File: config.mk
export PLATFORM = sky130hd
export DESIGN_NAME = c_escape_encoder_flat
export DESIGN_NICKNAME = d
export VERILOG_FILES = /design/src/rtl/core/ce_pkg.sv /design/src/rtl/core/ce_if.sv /design/src/rtl/core/ce_escape.sv /design/src/rtl/core/c_escape_encoder.sv /design/src/flat_wrapper.sv
export SDC_FILE = /design/constraint.sdc
export NUM_CORES = 1
export LEC_CHECK = 0
export BUFFER_PORTS_ARGS = -buffer_cell sky130_fd_sc_hd__buf_4
export CAP_MARGIN = 10
export CORE_MARGIN = 5
export CORE_UTILIZATION = 50
export DETAILED_ROUTE_END_ITERATION = 16
export GPL_TIMING_DRIVEN = 0
export PLACE_DENSITY_LB_ADDON = 0.05
export SYNTH_ARGS = -nofsm -noshare
export SYNTH_HDL_FRONTEND = slang
export SYNTH_SLANG_ARGS = --single-unit
File: constraint.sdc
create_clock -name clk -period 3.35 [get_ports clk]
set_input_delay 0.1675 -clock clk [delete_from_list [all_inputs] [get_ports clk]]
set_output_delay 0.1675 -clock clk [all_outputs]
set_load 0.01 [all_outputs]
File: src/rtl/core/ce_pkg.sv
// Shared types and constants of the C escape encoder.
package ce_pkg;

  localparam int ESC_BYTES = 4;

  localparam logic [7:0] CH_BSLASH = 8'h5C;
  localparam logic [7:0] CH_SQUOTE = 8'h27;
  localparam logic [7:0] CH_DQUOTE = 8'h22;
  localparam logic [7:0] CH_DIGIT0 = 8'h30;
  localparam logic [7:0] CH_NUL    = 8'h00;
  localparam logic [7:0] CH_BEL    = 8'h07;
  localparam logic [7:0] CH_BS     = 8'h08;
  localparam logic [7:0] CH_TAB    = 8'h09;
  localparam logic [7:0] CH_LF     = 8'h0A;
  localparam logic [7:0] CH_VT     = 8'h0B;
  localparam logic [7:0] CH_FF     = 8'h0C;
  localparam logic [7:0] CH_CR     = 8'h0D;
  localparam logic [7:0] CH_LOW_A  = 8'h61;
  localparam logic [7:0] CH_LOW_B  = 8'h62;
  localparam logic [7:0] CH_LOW_F  = 8'h66;
  localparam logic [7:0] CH_LOW_N  = 8'h6E;
  localparam logic [7:0] CH_LOW_R  = 8'h72;
  localparam logic [7:0] CH_LOW_T  = 8'h74;
  localparam logic [7:0] CH_LOW_V  = 8'h76;

  // Register indexes, taken from paddr[2].
  localparam logic REG_OUT_CAPACITY = 1'b0;
  localparam logic REG_STOP_AT_NUL  = 1'b1;

  localparam logic [15:0] CAP_RESET = 16'd256;

  // Escape sequence of one source byte; seq[0] goes out first.
  typedef struct packed {
    logic [ESC_BYTES-1:0][7:0] seq;
    logic [2:0]                len;
    logic                      halt;
  } esc_t;

endpackage

File: src/rtl/core/ce_if.sv
// Stream interfaces for source bytes and encoded bytes.
interface ce_raw_if;
  logic       valid;
  logic       ready;
  logic [7:0] in_byte;
  logic       in_last;

  modport source (output valid, output in_byte, output in_last, input ready);
  modport sink (input valid, input in_byte, input in_last, output ready);
endinterface

interface ce_esc_if;
  logic        valid;
  logic        ready;
  logic [7:0]  out_byte;
  logic        byte_valid;
  logic        run_last;
  logic        string_done;
  logic [15:0] out_length;

  modport source (output valid, output out_byte, output byte_valid, output run_last,
                  output string_done, output out_length, input ready);
  modport sink (input valid, input out_byte, input byte_valid, input run_last,
                input string_done, input out_length, output ready);
endinterface

File: src/rtl/core/ce_escape.sv
// Combinational escape lookup for one source byte against the space left.
module ce_escape
  import ce_pkg::*;
#(
  parameter int LENGTH_BITS = 16
) (
  input  logic [7:0]             in_byte,
  input  logic                   stop_at_nul,
  input  logic                   halted,
  input  logic [LENGTH_BITS-1:0] space_left,
  output esc_t                   esc
);

  logic       room2;
  logic       room4;
  logic [7:0] letter;
  logic       is_letter;

  assign room2 = space_left >= LENGTH_BITS'(2);
  assign room4 = space_left >= LENGTH_BITS'(4);

  always_comb begin
    is_letter = 1'b1;
    case (in_byte)
      CH_BEL:  letter = CH_LOW_A;
      CH_BS:   letter = CH_LOW_B;
      CH_FF:   letter = CH_LOW_F;
      CH_LF:   letter = CH_LOW_N;
      CH_CR:   letter = CH_LOW_R;
      CH_TAB:  letter = CH_LOW_T;
      CH_VT:   letter = CH_LOW_V;
      CH_NUL:  letter = CH_DIGIT0;
      default: begin
        letter    = 8'h00;
        is_letter = 1'b0;
      end
    endcase
  end

  always_comb begin
    esc = '0;
    if (!halted && (space_left != '0)) begin
      if (in_byte == CH_BSLASH) begin
        esc.seq[0] = CH_BSLASH;
        esc.seq[1] = CH_BSLASH;
        esc.len    = room2 ? 3'd2 : 3'd1;
      end else if ((in_byte == CH_SQUOTE) || (in_byte == CH_DQUOTE)) begin
        // With one byte of space the quote goes out bare.
        if (room2) begin
          esc.seq[0] = CH_BSLASH;
          esc.seq[1] = in_byte;
          esc.len    = 3'd2;
        end else begin
          esc.seq[0] = in_byte;
          esc.len    = 3'd1;
        end
      end else if (in_byte inside {[8'h20:8'h7E]}) begin
        esc.seq[0] = in_byte;
        esc.len    = 3'd1;
      end else if ((in_byte == CH_NUL) && stop_at_nul) begin
        esc.halt = 1'b1;
      end else if (is_letter) begin
        if (room2) begin
          esc.seq[0] = CH_BSLASH;
          esc.seq[1] = letter;
          esc.len    = 3'd2;
        end else begin
          esc.halt = 1'b1;
        end
      end else if (room4) begin
        esc.seq[0] = CH_BSLASH;
        esc.seq[1] = CH_DIGIT0 | {6'b0, in_byte[7:6]};
        esc.seq[2] = CH_DIGIT0 | {5'b0, in_byte[5:3]};
        esc.seq[3] = CH_DIGIT0 | {5'b0, in_byte[2:0]};
        esc.len    = 3'd4;
      end else begin
        esc.halt = 1'b1;
      end
    end
  end

endmodule

File: src/rtl/core/c_escape_encoder.sv
// Top level of the C string escape encoder.
// Each source byte accepted on raw becomes its C escape form on esc, one encoded byte per
// transaction: one byte for printable characters, two for backslash, quotes and the letter
// escapes, four for octal escapes. The per-string state (space left, halted flag, bytes
// emitted) is updated at the moment a source byte is accepted, and the escape is held in a
// sequence register that feeds a single output register, which moves one byte per cycle while
// the receiver is ready; a new source byte is taken in the same cycle the last byte of the
// previous one moves out, so output bytes follow with no gap. A byte that produces nothing
// yields no transaction, unless it is the last of a string, which always yields one closing
// transaction carrying the total length. Capacity and NUL handling are written over the APB
// port; the user is to write them only while the block is idle, which the block itself does
// not enforce. Capacity lives at address 0, stop_at_nul at 4.
module c_escape_encoder
  import ce_pkg::*;
#(
  parameter int LENGTH_BITS = 16
) (
  input  logic          clk,
  input  logic          rst,
  ce_raw_if.sink        raw,
  ce_esc_if.source      esc,
  input  logic          psel,
  input  logic          penable,
  input  logic          pwrite,
  input  logic [2:0]    paddr,
  input  logic [31:0]   pwdata,
  output logic [31:0]   prdata,
  output logic          pready
);

  // Configuration and per-string state.
  logic [15:0]            out_capacity;
  logic                   stop_at_nul;
  logic [LENGTH_BITS-1:0] space_left;
  logic                   halted;
  logic [LENGTH_BITS-1:0] emitted_count;

  // Sequence register: the escape of the accepted byte awaiting the output register.
  logic                        seq_valid;
  logic [ESC_BYTES-1:0][7:0]   seq_bytes;
  logic [2:0]                  seq_cnt;
  logic                        seq_null;
  logic                        seq_last;
  logic [15:0]                 seq_base;
  logic [1:0]                  seq_idx;

  esc_t                   esc_now;
  logic                   cfg_wr;
  logic [LENGTH_BITS-1:0] new_cap;
  logic [LENGTH_BITS-1:0] len_ext;
  logic                   accept;
  logic                   load;
  logic                   out_free;
  logic                   seq_move;
  logic                   seq_final;

  ce_escape #(
    .LENGTH_BITS (LENGTH_BITS)
  ) u_escape (
    .in_byte     (raw.in_byte),
    .stop_at_nul (stop_at_nul),
    .halted      (halted),
    .space_left  (space_left),
    .esc         (esc_now)
  );

  // APB register port; writes complete in the access phase, pready is tied high.
  assign pready  = 1'b1;
  assign cfg_wr  = psel && penable && pwrite;
  assign new_cap = LENGTH_BITS'(pwdata[15:0]);
  assign prdata  = (paddr[2] == REG_OUT_CAPACITY) ? {16'b0, out_capacity}
                                                  : {31'b0, stop_at_nul};

  assign accept  = raw.valid && raw.ready;
  assign len_ext = LENGTH_BITS'(esc_now.len);
  // A byte that produces nothing loads the sequence register only when it closes the string.
  assign load    = accept && ((esc_now.len != 3'd0) || raw.in_last);

  assign out_free  = !esc.valid || esc.ready;
  assign seq_move  = seq_valid && out_free;
  assign seq_final = ({1'b0, seq_idx} == (seq_cnt - 3'd1));
  assign raw.ready = !seq_valid || (seq_move && seq_final);

  always_ff @(posedge clk) begin
    if (rst) begin
      out_capacity  <= CAP_RESET;
      stop_at_nul   <= 1'b1;
      space_left    <= LENGTH_BITS'(CAP_RESET);
      halted        <= 1'b0;
      emitted_count <= '0;
    end else begin
      if (cfg_wr) begin
        if (paddr[2] == REG_OUT_CAPACITY) begin
          out_capacity <= pwdata[15:0];
          // Mid-string, the new capacity is charged with what is already out.
          space_left   <= (new_cap > emitted_count) ? (new_cap - emitted_count) : '0;
        end else begin
          stop_at_nul  <= pwdata[0];
        end
      end
      if (accept) begin
        if (raw.in_last) begin
          space_left    <= LENGTH_BITS'(out_capacity);
          halted        <= 1'b0;
          emitted_count <= '0;
        end else begin
          space_left    <= space_left - len_ext;
          halted        <= halted || esc_now.halt;
          emitted_count <= emitted_count + len_ext;
        end
      end
    end
  end

  // Sequence register control.
  always_ff @(posedge clk) begin
    if (rst) begin
      seq_valid <= 1'b0;
      seq_idx   <= '0;
    end else if (load) begin
      seq_valid <= 1'b1;
      seq_idx   <= '0;
    end else if (seq_move) begin
      seq_valid <= !seq_final;
      seq_idx   <= seq_idx + 2'd1;
    end
  end

  always_ff @(posedge clk) begin
    if (load) begin
      seq_bytes <= esc_now.seq;
      seq_null  <= (esc_now.len == 3'd0);
      seq_cnt   <= (esc_now.len == 3'd0) ? 3'd1 : esc_now.len;
      seq_last  <= raw.in_last;
      seq_base  <= 16'(emitted_count);
    end
  end

  // Output register.
  always_ff @(posedge clk) begin
    if (rst) begin
      esc.valid <= 1'b0;
    end else if (seq_move) begin
      esc.valid <= 1'b1;
    end else if (esc.ready) begin
      esc.valid <= 1'b0;
    end
  end

  always_ff @(posedge clk) begin
    if (seq_move) begin
      esc.out_byte    <= seq_null ? 8'h00 : seq_bytes[seq_idx];
      esc.byte_valid  <= !seq_null;
      esc.run_last    <= seq_final;
      esc.string_done <= seq_final && seq_last;
      esc.out_length  <= seq_null ? seq_base : (seq_base + 16'(seq_idx) + 16'd1);
    end
  end

  // An empty transaction only ever closes a string.
  a_null_closes: assert property (@(posedge clk) disable iff (rst)
    esc.valid && !esc.byte_valid |-> esc.run_last && esc.string_done)
    else $error("empty transaction that does not close a string");

  // The last byte of a string rearms the per-string state.
  a_rearm: assert property (@(posedge clk) disable iff (rst)
    raw.valid && raw.ready && raw.in_last |=> (emitted_count == '0) && !halted)
    else $error("string state not rearmed after last byte");

  // The sequence index never runs past the escape length.
  a_idx_range: assert property (@(posedge clk) disable iff (rst)
    seq_valid |-> ({1'b0, seq_idx} < seq_cnt) && (seq_cnt != 3'd0))
    else $error("sequence index out of range");

  // A new byte is only taken when the held escape is finished or leaving.
  a_no_overwrite: assert property (@(posedge clk) disable iff (rst)
    raw.valid && raw.ready && seq_valid |-> seq_move && seq_final)
    else $error("sequence register overwritten");

endmodule

File: src/flat_wrapper.sv
// flat-port wrapper written by rule: the top's interface ports become plain ports
module c_escape_encoder_flat import ce_pkg::*;
#(
  parameter int LENGTH_BITS = 16
)
  (clk, rst, psel, penable, pwrite, paddr, pwdata, prdata, pready, raw_valid, raw_in_byte, raw_in_last, raw_ready, esc_valid, esc_out_byte, esc_byte_valid, esc_run_last, esc_string_done, esc_out_length, esc_ready);
  ce_raw_if raw_i ();
  ce_esc_if esc_i ();
  input  logic clk;
  input  logic rst;
  input  logic psel;
  input  logic penable;
  input  logic pwrite;
  input  logic [2:0] paddr;
  input  logic [31:0] pwdata;
  output logic [31:0] prdata;
  output logic pready;
  input wire logic [$bits(raw_i.valid)-1:0] raw_valid;
  input wire logic [$bits(raw_i.in_byte)-1:0] raw_in_byte;
  input wire logic [$bits(raw_i.in_last)-1:0] raw_in_last;
  output wire logic [$bits(raw_i.ready)-1:0] raw_ready;
  output wire logic [$bits(esc_i.valid)-1:0] esc_valid;
  output wire logic [$bits(esc_i.out_byte)-1:0] esc_out_byte;
  output wire logic [$bits(esc_i.byte_valid)-1:0] esc_byte_valid;
  output wire logic [$bits(esc_i.run_last)-1:0] esc_run_last;
  output wire logic [$bits(esc_i.string_done)-1:0] esc_string_done;
  output wire logic [$bits(esc_i.out_length)-1:0] esc_out_length;
  input wire logic [$bits(esc_i.ready)-1:0] esc_ready;
  assign raw_i.valid = raw_valid;
  assign raw_i.in_byte = raw_in_byte;
  assign raw_i.in_last = raw_in_last;
  assign raw_ready = raw_i.ready;
  assign esc_valid = esc_i.valid;
  assign esc_out_byte = esc_i.out_byte;
  assign esc_byte_valid = esc_i.byte_valid;
  assign esc_run_last = esc_i.run_last;
  assign esc_string_done = esc_i.string_done;
  assign esc_out_length = esc_i.out_length;
  assign esc_i.ready = esc_ready;
  c_escape_encoder #(.LENGTH_BITS(LENGTH_BITS)) u_core (.clk(clk), .rst(rst), .raw(raw_i), .esc(esc_i), .psel(psel), .penable(penable), .pwrite(pwrite), .paddr(paddr), .pwdata(pwdata), .prdata(prdata), .pready(pready));
endmodule
Yosys cells after proc, flatten, opt, wreduce, memory -nomap -nowiden
Cells that the tools add are included.
W data, S select, Z words.
{ "op_classes": {"add_sub_neg": 7, "order_cmp": 6, "eq_ne": 12, "n_mux": 42, "bitwise": 2, "reduce_logical": 34} }
{ "ops": {"columns": ["cell", "count"], "rows": [
  ["$mux W35", 7],
  ["$mux W16", 9],
  ["$pmux W7 S8", 1],
  ["$eq A8 B4 Y1 const B", 6],
  ["$mux W19", 2],
  ["$mux W33", 1],
  ["$mux W24", 1],
  ["$mux W11", 2],
  ["$mux W20", 1],
  ["$mux W18", 1],
  ["$add A16 B1 Y16 const B", 1],
  ["$add A16 B2 Y16", 1],
  ["$add A16 B3 Y16", 1],
  ["$bmux W8 S2", 1],
  ["$eq A8 B6 Y1 const B", 2],
  ["$ge A16 B2 Y1 const B", 1],
  ["$ge A16 B3 Y1 const B", 1],
  ["$gt A16 B16 Y1", 1],
  ["$mux W8", 2],
  ["$reduce_bool A16 Y1", 1],
  ["$sub A16 B16 Y16", 1],
  ["$sub A16 B3 Y16", 1],
  ["$mux W1", 12],
  ["$logic_and A1 B1 Y1", 10],
  ["other kinds (22)", 36]
]} }
{ "word_totals": {"reg_bits": 134} }

Depth between registers and ports, before layout
{ "logic_depth": {"ltp_word": 19, "ltp_mapped": 15} }

By module
From an unflattened synthesis, not the netlist that was laid out.
{ "hier_totals": {"hier_cells": 784, "hier_area_um2": 7606.0} }
{ "by_module_without_submodules": {"columns": ["mod", "instances", "cells_per_inst", "area_per_inst_um2"], "rows": [
  ["c_escape_encoder", 1, 667, 6871.6],
  ["ce_escape", 1, 117, 734.5]
]} }

Worst setup path before layout
No wires, ideal clock.
{ "synth_path": {"kind": "reg-to-reg", "from": "register u_core.space_left[6]", "to": "register u_core.space_left[12]", "arrival_ns": 3.506, "slack_ns": -0.287, "stages_incl_launch_ff": 15, "cell_sequence": "dfxtp_1 > nor4_4 > nand2_2 > nor4b_4 > mux2i_1 > nor3_1 > ha_1 > inv_1 > fa_1 > a211oi_1 > nand4_1 > xor2_1 > o21ai_0 > a221oi_1 > nor3_1"} }
{ "synth_lines": {"columns": ["element", "line_no", "rtl"], "rows": [
  ["from (decl)", "c_escape_encoder.sv:34", "logic [LENGTH_BITS-1:0] space_left;"],
  ["from (signal assigned)", "c_escape_encoder.sv:88", "space_left <= LENGTH_BITS'(CAP_RESET);"],
  ["from (signal assigned)", "c_escape_encoder.sv:96", "space_left <= (new_cap > emitted_count) ? (new_cap - emitted_count) : '0;"],
  ["from (signal assigned)", "c_escape_encoder.sv:103", "space_left <= LENGTH_BITS'(out_capacity);"]
]} }

==> flow_metrics.py <==
metrics = {
    "die": {
        "dieArea_um2": 17000,
        "die_y_um": 130,
        "io_pins": 113,
        "coreArea_um2": 14400,
        "start_util_pct": 50.3,
        "die_w_um": 130,
        "rows": 44,
    },
    "placement": {
        "place.gp.congestion": 0.923,
        "portBuffers": 73,
        "post-place-cells": 1046,
        "hpwl_um": 14800,
    },
    "pwr": {
        "leakagePower_nw": 3.43,
        "p_total_mw": 4.41,
        "p_per_area_nw_per_um2": 492,
        "ir_drop_mv": 0.334,
    },
    "cells_and_area": {
        "drive_gt1_share_pct": 21.1,
        "final_common_cell": "buf_4",
        "final_cell_mix": "buf_4, nand2_1, edfxtp_1, a21oi_1, nor2_1",
        "finalNonFillerCells": 1095,
        "fillers": 1222,
        "nets": 978,
        "area.growth.synth_to_final_pct": 23.8,
        "n_antenna_cell": 0,
    },
    "clocking": {
        "cts-root-buf": "clkbuf_16",
        "cts.sinks": 125,
        "cts_max_level": 4,
        "cts_tree": "done",
        "cts_max_path_buffers": 2,
        "clk-insertion-delay-late_ns": 0.42,
        "cts_buffers": 17,
        "path_clk_slew_ns": 0.06,
    },
    "synth": {
        "yosys-mux-area-fraction_pct": 2.54,
        "synth_edf_count": 71,
        "yosysTopAreaCell": "edfxtp_1",
        "synth_flop_cell": "edfxtp_1",
        "synth-warning-count": 0,
        "ys_top_cells_by_area": "edfxtp_1, dfxtp_1, ha_1",
        "yosysSeqAreaShare_pct": 44.4,
        "syn-instance-count": 770,
        "synth_top_family_by_area": "simple AND/OR/NAND/NOR gates",
        "avgSynthCellArea_um2": 9.39,
        "synth_top_area_share_pct": 29.5,
        "synth_compound_area_share_pct": 15.9,
        "synth-seq-cells": 125,
        "synthAdderAreaFrac_pct": 5.43,
        "synth_area_um2": 7230,
        "async_flop_share_pct": 0,
        "synth_xor_area_share_pct": 5.81,
        "synth_simple_gate_area_share_pct": 19.9,
        "synthDistinctLibCells": 69,
    },
    "route": {
        "ant_nets": 0,
        "firstDrtPassIters": 5,
        "drc_errors": 0,
        "viasPerCell": 5.64,
        "routed_wl_um": 19600,
        "drt_iter0_markers": 478,
        "wl_per_cell_um": 17.9,
        "vias": 6180,
    },
    "grt": {
        "grt_max_degree": 45,
        "grt_pass1_vias": 6052,
        "grt-ovfl-total": 0,
        "antenna_found_initial": 0,
        "grt_pass1_wl_um": 30900,
        "grt.total_usage_pct": 23.4,
    },
    "timing": {
        "fmax_ghz": 0.290,
        "relSlewSlack_pct": 42.9,
        "layout_setup_ws_ns": -0.101,
        "setup_viol_count_final": 3,
        "rsz0062_at_grt": "yes",
        "hold_viol": 0,
        "worstMarginPinSlew_ns": 0.854,
        "finalCritPeriodShare_pct": 103,
        "finClkSkew_ns": 0.00913,
        "min_period_ns": 3.45,
        "slew_violations": 0,
    },
    "status": {
        "status": "finished with violations",
        "violations": "negative setup slack",
    },
    "worst_setup_path": {
        "criticalPathCategory": "flop to flop",
        "rr_worst_depth": 14,
        "arrival_ns": 3.73,
        "critPathRequiredTime_ns": 3.63,
        "crit_fanout": 4,
        "crit_path_end_kind": "flop",
        "worstSetupStartpointType": "flop",
    },
    "min_path": {
        "hold_path_class": "input pin to flop",
        "holdPathStages": 3,
    },
    "flow_run": {
        "maxCapViolCount": 0,
    },
}
-- cells by family (layout without fill, tap and decap cells) --
family | count (synthesis) | count (layout)
AND/OR/NAND/NOR | 283 | 283
multiplexers | 14 | 14
flip-flops | 125 | 125
XOR/XNOR | 48 | 48
other | 2 | 19
buffers and inverters | 94 | 218
AO/OA/AOI/OAI | 175 | 175
adder cells (fa/ha/maj) | 29 | 29
-- repair_timing --
action | in CTS | in global routing
hold buffers | 1 | 0
hold endpoints to repair | 1 | 0
pin swaps | 12 | 15
setup endpoints to repair | 22 | 17
gates resized for setup | 13 | 19
buffers inserted | 9 | 7
-- flip-flops by register name (all words and copies together), names as in the netlist --
register and flops:
u_core.seq_base 16, u_core.out_capacity 16, u_core.seq_null 1, u_core.seq_bytes 23, u_core.esc.run_last 1, u_core.emitted_count 16
u_core.seq_last 1, u_core.seq_cnt 3, u_core.esc.string_done 1, u_core.space_left 16, u_core.halted 1, u_core.esc.valid 1
u_core.esc.out_length 16, u_core.esc.out_byte 8, u_core.stop_at_nul 1, u_core.seq_valid 1, u_core.esc.byte_valid 1, u_core.seq_idx 2
-- synthesized netlist by cell type, types with 6 or more instances --
| cell type | instances |
|---|---|
| mux2i_1 | 6 |
| dfxtp_1 | 54 |
| o31ai_1 | 6 |
| o21ai_0 | 28 |
| ha_1 | 25 |
| nand2b_1 | 6 |
| edfxtp_1 | 71 |
| a31oi_1 | 10 |
| a21oi_1 | 60 |
| nand4_1 | 13 |
| nand3_1 | 22 |
| and3_1 | 9 |
| clkbuf_1 | 30 |
| xnor2_1 | 33 |
| a211oi_1 | 7 |
| o21a_1 | 9 |
| inv_1 | 39 |
| xor2_1 | 15 |
| buf_4 | 17 |
| nor4_1 | 11 |
| nand2_1 | 79 |
| and2_1 | 13 |
| nor2b_1 | 17 |
| a21o_1 | 8 |
| nor3_1 | 24 |
| nor2_1 | 60 |
-- metrics by stage --
stage	setup slack (ns)	util, %	TNS (ns)	cell area, um^2	hold WS, ns
4_1_cts	-0.0869	61.3	-0.197	8810	0.00622
3_3_place_gp	-0.745	56.3	-37.78	8090	0.377
6_report	-0.101	62.3	-0.218	8950	0.0206
5_1_grt	-0.304	62.3	-1.56	8950	0.0270
2_1_floorplan	0.000535	-	0	7320	0.266
3_5_place_dp	-0.778	56.6	-7.03	8130	0.376
-- layout make-up --
cell class	count	area, um^2	area share (%)
plain buffers	54	273	3.05
clock buffers	20	457	5.10
clock inverters	12	113	1.26
inverters	40	150	1.68
multi-input cells	568	3790	42.4
flip-flops and latches	125	3220	36.0
well taps	184	230	2.57
repair buffers	92	713	7.97
-- path summary, 6_finish.rpt --
kind / startpoint / endpoint / slack [ns]
setup / recovery: u_core.space_left[9] / u_core.space_left[6] / -0.10
hold / removal: pwdata[8] / u_core.out_capacity[8] / 0.02
setup reg to reg: u_core.space_left[9] / u_core.space_left[6] / -0.10
hold reg to reg: u_core.emitted_count[6] / u_core.seq_base[6] / 0.45
-- report_power, final --
part | internal (mW) | switching [mW] | leakage (nW)
clock network | 1.06 | 0.688 | 0.267
registers | 1.75 | 0.0653 | 1.13
logic | 0.353 | 0.485 | 2.03
-- worst max-delay path: stages (launching register included) --
cell and delay [ns]:
dfxtp_4 0.36, nor4_4 0.31, nand2_2 0.13, nor4b_4 0.30, mux2i_2 0.12, nor3_2 0.22
ha_2 0.24, inv_2 0.05, fa_2 0.37, a211oi_4 0.33, nand2_1 0.14, xor2_1 0.21
o21ai_0 0.12, a221oi_2 0.33, nor3_1 0.08
-- per-layer routing --
metal	track usage (%)	vias up	part of all wire, %
li1	-	3010	-
met1	29.7	2936	43
met2	38.7	193	48
met3	4.46	41	5.4
met4	10.8	0	3.5
met5	0	-	0
(Power assumes the default switching activity.)
